==> config.mk <==
export PLATFORM = sky130hd
export DESIGN_NAME = gmt_isqrt
export DESIGN_NICKNAME = d
export VERILOG_FILES = /design/src/rtl/gmt_pkg.sv /design/src/rtl/gmt_isqrt.sv
export SDC_FILE = /design/constraint.sdc
export NUM_CORES = 1
export LEC_CHECK = 0
export BUFFER_PORTS_ARGS = -buffer_cell sky130_fd_sc_hd__buf_2
export CAP_MARGIN = 10
export CORE_ASPECT_RATIO = 1.4
export CORE_MARGIN = 1
export CORE_UTILIZATION = 52
export DETAILED_ROUTE_END_ITERATION = 12
export PLACE_DENSITY = 0.77
export SLEW_MARGIN = 40
export SYNTH_ARGS = -nofsm -noshare
export SYNTH_HDL_FRONTEND = slang
export SYNTH_SLANG_ARGS = --single-unit
==> constraint.sdc <==
create_clock -name clk -period 3.7 [get_ports clk]
set_input_delay 0.37 -clock clk [delete_from_list [all_inputs] [get_ports clk]]
set_output_delay 0.37 -clock clk [all_outputs]
set_load 0.01 [all_outputs]
==> src/rtl/gmt_pkg.sv <==
// shared types and constants of the gradient magnitude threshold block
`default_nettype none

package gmt_pkg;

    localparam int MAX_WIDTH_DEF = 2048;

    localparam int PIX_W     = 8;
    localparam int ROW_W     = 16;
    localparam int COL_W     = 11;
    localparam int ROW_CNT_W = ROW_W + 1;
    localparam int FW_W      = 12;
    localparam int PADDR_W   = 4;
    localparam int PDATA_W   = 32;

    localparam logic [PIX_W-1:0] THRESHOLD_RST = 8'd150;
    localparam logic [FW_W-1:0]  WIDTH_RST     = 12'd640;
    localparam logic [ROW_W-1:0] HEIGHT_RST    = 16'd480;
    localparam int               MIN_DIM       = 3;
    localparam logic [PIX_W-1:0] EDGE_ON       = 8'd255;
    localparam logic [PIX_W-1:0] EDGE_OFF      = 8'd0;

    // half-pixel differences are 7 bits, sum of two squares fits 15 bits
    localparam int                 DIFF_W  = PIX_W - 1;
    localparam int                 SQ_W    = 2 * DIFF_W + 1;
    localparam int                 ROOT_W  = 8;
    localparam logic [SQ_W-1:0]    SQ_TOP  = SQ_W'(1) << (SQ_W - 1);

    typedef enum logic [1:0] {
        REG_THRESHOLD    = 2'd0,
        REG_FRAME_WIDTH  = 2'd1,
        REG_FRAME_HEIGHT = 2'd2,
        REG_SPARE        = 2'd3
    } gmt_reg_t;

    typedef enum logic [2:0] {
        ST_IDLE,
        ST_CALC,
        ST_SQUARE,
        ST_ROOT,
        ST_EMIT
    } gmt_state_t;

endpackage

`default_nettype wire

==> src/rtl/gmt_isqrt.sv <==
// iterative integer square root, one result bit per cycle
`default_nettype none

module gmt_isqrt (
    input  wire                              clk,
    input  wire                              rst_n,
    input  wire                              start,
    input  wire  [gmt_pkg::SQ_W-1:0]         operand,
    output logic                             busy,
    output logic                             done,
    output logic [gmt_pkg::ROOT_W-1:0]       root
);

    logic                      busy_reg;
    logic                      done_reg;
    logic [gmt_pkg::SQ_W-1:0]  rem_reg;
    logic [gmt_pkg::SQ_W-1:0]  res_reg;
    logic [gmt_pkg::SQ_W-1:0]  bit_reg;
    logic [gmt_pkg::SQ_W:0]    trial;
    logic                      take;

    assign trial = {1'b0, res_reg} + {1'b0, bit_reg};
    assign take  = {1'b0, rem_reg} >= trial;

    always_ff @(posedge clk or negedge rst_n)
    begin
        if (!rst_n)
        begin
            busy_reg <= 1'b0;
            done_reg <= 1'b0;
        end
        else
        begin
            done_reg <= 1'b0;
            if (start)
            begin
                busy_reg <= 1'b1;
            end
            else if (busy_reg && bit_reg[0])
            begin
                busy_reg <= 1'b0;
                done_reg <= 1'b1;
            end
        end
    end

    always_ff @(posedge clk)
    begin
        if (start)
        begin
            rem_reg <= operand;
            res_reg <= '0;
            bit_reg <= gmt_pkg::SQ_TOP;
        end
        else if (busy_reg)
        begin
            if (take)
            begin
                rem_reg <= rem_reg - trial[gmt_pkg::SQ_W-1:0];
                res_reg <= (res_reg >> 1) + bit_reg;
            end
            else
            begin
                res_reg <= res_reg >> 1;
            end
            bit_reg <= bit_reg >> 2;
        end
    end

    assign busy = busy_reg;
    assign done = done_reg;
    assign root = res_reg[gmt_pkg::ROOT_W-1:0];

endmodule

`default_nettype wire

==> impl_results.md <==
* Status: complete, no violations
* Drt drc at 0
* Syn Nets at 428
* Worst hold stages at 3
* Slew Limit Fails at 0
* Worst hold endpoint: rem_reg[10]
* PortBufs at 27
* Setup violators final at 0
* Starting Density at 53.9%
* Peak supply drop at 0.578 mV
* Global-route wire length before repair at 14000 um
* Slowest stage cell, crit path: ha_2
* First-pass iteration count of the detailed router at 4
* Area grow syn2layout at 21.8%
* 1st-iter DRT viols at 180
* CP required at 3910 ps
* DIE AREA at 6810 sq um
* ANT cells at 0
* Clock Path Buffers at 2
* Clk_skew at 8.35 ps
* Power Density at 828 nW/um^2
* HPWL after DPL at 5790 um
* Ports at 28
* Main synth FF type: dfxtp_1
* Num CTS Buffers at 5
* P_int at 1.93 mW
* RePlAce Congestion at 0.878
* DRT Wirelength at 8740 um
* Worst setup margin at 15.2 ps
* Worst hold-check path type: primary input to flop
* Cell count after synthesis at 377
* Via density at 6.11
* Total Power at 3.40 mW
* Final Hold Viols at 0
* GRT Util Overall at 25.1%
* Synth Warn # at 0
* Worst path arrival time at 3900 ps
* Clock transition at the registers of the reported paths at 80 ps
* Synth async-reset ratio at 5.00%
* Number of synthesized register bits at 40
* Nets at 480
* Vias in the first global route at 3129
* Clk pwr share at 8.8%
* Worst slew pin tran at 501 ps
* MaxCap Viol Count at 0
* Sw frac at 43.1%
* Antenna Nets Post-Route at 0
* Root buffer cell: clkbuf_8
* Top post-synthesis cells by count: ha_1, nand2_1, nor2_1
* Share of layout cells above drive strength 1 at 27.9%
* Min Hold Slack at 339 ps
* Core area at 6250 sq um
* Top cell type's share of synthesized area at 13.7%
* Synth unique cells at 64
* Switch Pwr at 1.46 mW
* Worst r2r src: bit_reg[8]
* Leak at 1.78 nW
* H-tree depth at 2
* Initial antenna violation count at 0
* Most common cell in the netlist: ha_1
* CP max FO at 6
* Seq/Total Area, Yosys at 28.5%
* Die Y-Extent at 97.3 um
* Combinational share of power at 69.9%
* Register share of total power at 21.3%
* Leading post-synthesis cells by cell area: dfxtp_1, edfxtp_1, ha_1, mux2i_1, xnor2_1
* WL per Instance at 17.4 um
* DR vias at 3069
* Fin crit period at 3680 ps
* Unrepaired setup endpoints after global routing: true
* R2r setup slk at 20 ps
* Post-placement cell count at 482
* Post-Syn Area at 3370 sq um
* CTS tree: yes
* CP Cell Sequence: ha_2, a21oi_1, a31oi_2, o2111ai_2, and2_1, inv_1, a31oi_1, xor2_1, ha_1, a211oi_1, or3_4, o211ai_2, o211ai_4, buf_6, buf_6, nor3b_2, xnor2_1, a211oi_1
* Max stage delay on crit path at 400 ps
* Critical Path Start Type: flop
* Period utilisation layout at 99.6%
* Hold Startpoint: operand[10]
* Pin count of the biggest net entering global routing at 36
* FF-to-FF End: res_reg[3]
* FP Rows at 34
* Syn Area/Cell at 8.94 sq um
* Setup slack at placement at -149 ps
* Critical path endpoint category: flop
* Die width at 70.0 um
* Max_slew headroom at 66.6%
* Kind of critical path: flop to flop
* Cell type with the largest total area after synthesis: dfxtp_1
* Clock latency on the worst-skew pair at 300 ps
* Clock sink count at 40
* Maximum clock frequency at 271 MHz
* Grt ovf at 0
* Fin cells at 502
* EDFF count, synth at 15
* Reg2reg path depth at 18
-- cells by family after synthesis --
group                    count (synthesis)  synth area share [%]
buffers and inverters                   40                  5.90
XOR/XNOR                                27                  7.02
adder cells (fa/ha/maj)                 33                  12.5
AO/OA/AOI/OAI                          112                  23.5
flip-flops                              40                  28.5
multiplexers                            19                  5.83
AND/OR/NAND/NOR                        106                  16.8
-- per-stage QoR --
step           utilization (%)  instance area, sq um  setup TNS [ps]
2_1_floorplan                -                  3370               0
6_report                  65.7                  4110               0
4_1_cts                   62.4                  3900               0
5_1_grt                   65.7                  4110           -2670
3_3_place_gp              59.3                  3710            -494
3_5_place_dp              59.3                  3710           -3450
-- worst max-delay path by stage --
stage | cells past startpoint | from | slack, ps | end
2_1_floorplan | 17 | bit_reg[0] | 20 | rem_reg[0]
4_1_cts | 19 | res_reg[0] | 1 | res_reg[7]
5_1_grt | 19 | res_reg[0] | -150 | res_reg[3]
6_report | 18 | bit_reg[8] | 20 | res_reg[3]
3_5_place_dp | 18 | res_reg[0] | -150 | rem_reg[2]
3_3_place_gp | 18 | res_reg[0] | -30 | rem_reg[1]
-- cell type report --
| class | count | area, sq um |
|---|---|---|
| clock buffer | 7 | 76.3 |
| clock inverter | 1 | 5.00 |
| fill | 477 | 2150 |
| inverter | 16 | 60.1 |
| multi-input combinational | 297 | 2400 |
| sequential | 40 | 965 |
| tap | 72 | 90.1 |
| timing repair buffer | 69 | 513 |
-- routing by layer --
layer  GRT usage, %  part of all wire, %
met3           2.70                  3.6
met2           46.7                   53
met4           10.3                  3.7
met5              0                    0
met1           28.6                   40
-- cell usage in the layout, fill, tap and decap left out, drive strengths merged, types with 8 or more instances in the layout --
cell type	netlist	layout
buf	13	68
a31oi	10	10
inv	16	16
xor2	12	12
a211oi	13	13
nor3	9	9
dfxtp	23	23
nand2	31	31
a21o	8	8
a21oi	15	15
o21ai	20	20
ha	32	32
edfxtp	15	15
mux2i	14	14
o31ai	10	10
xnor2	15	15
nor2	27	27
-- worst max-delay path, delay by kind of cell, from the launching register on --
kind,cells,cell delay [ps]
simple gates,3,790
buf+inv,3,340
compound gates,8,1140
flops,1,350
xor+xnor,2,250
fa+ha+maj,2,740
-- power groups by stage --
stage	combinational, mW	sequential [mW]	clock, mW
2_1_floorplan	1.43	0.707	0
3_3_place_gp	1.92	0.721	0
3_5_place_dp	1.97	0.726	0
4_1_cts	2.16	0.717	0.297
5_1_grt	2.58	0.732	0.321
6_report	2.38	0.725	0.300
-- repair_timing --
item                                    CTS  global route
endpoints found under the setup margin   29            31
resized for setup                        14            32
buffers inserted                          5             6
cloned                                    1             0
pin swaps                                23            27
hold endpoints to repair                  2             0
hold buffers                              1             0
Power figures use the tool's default switching activity.
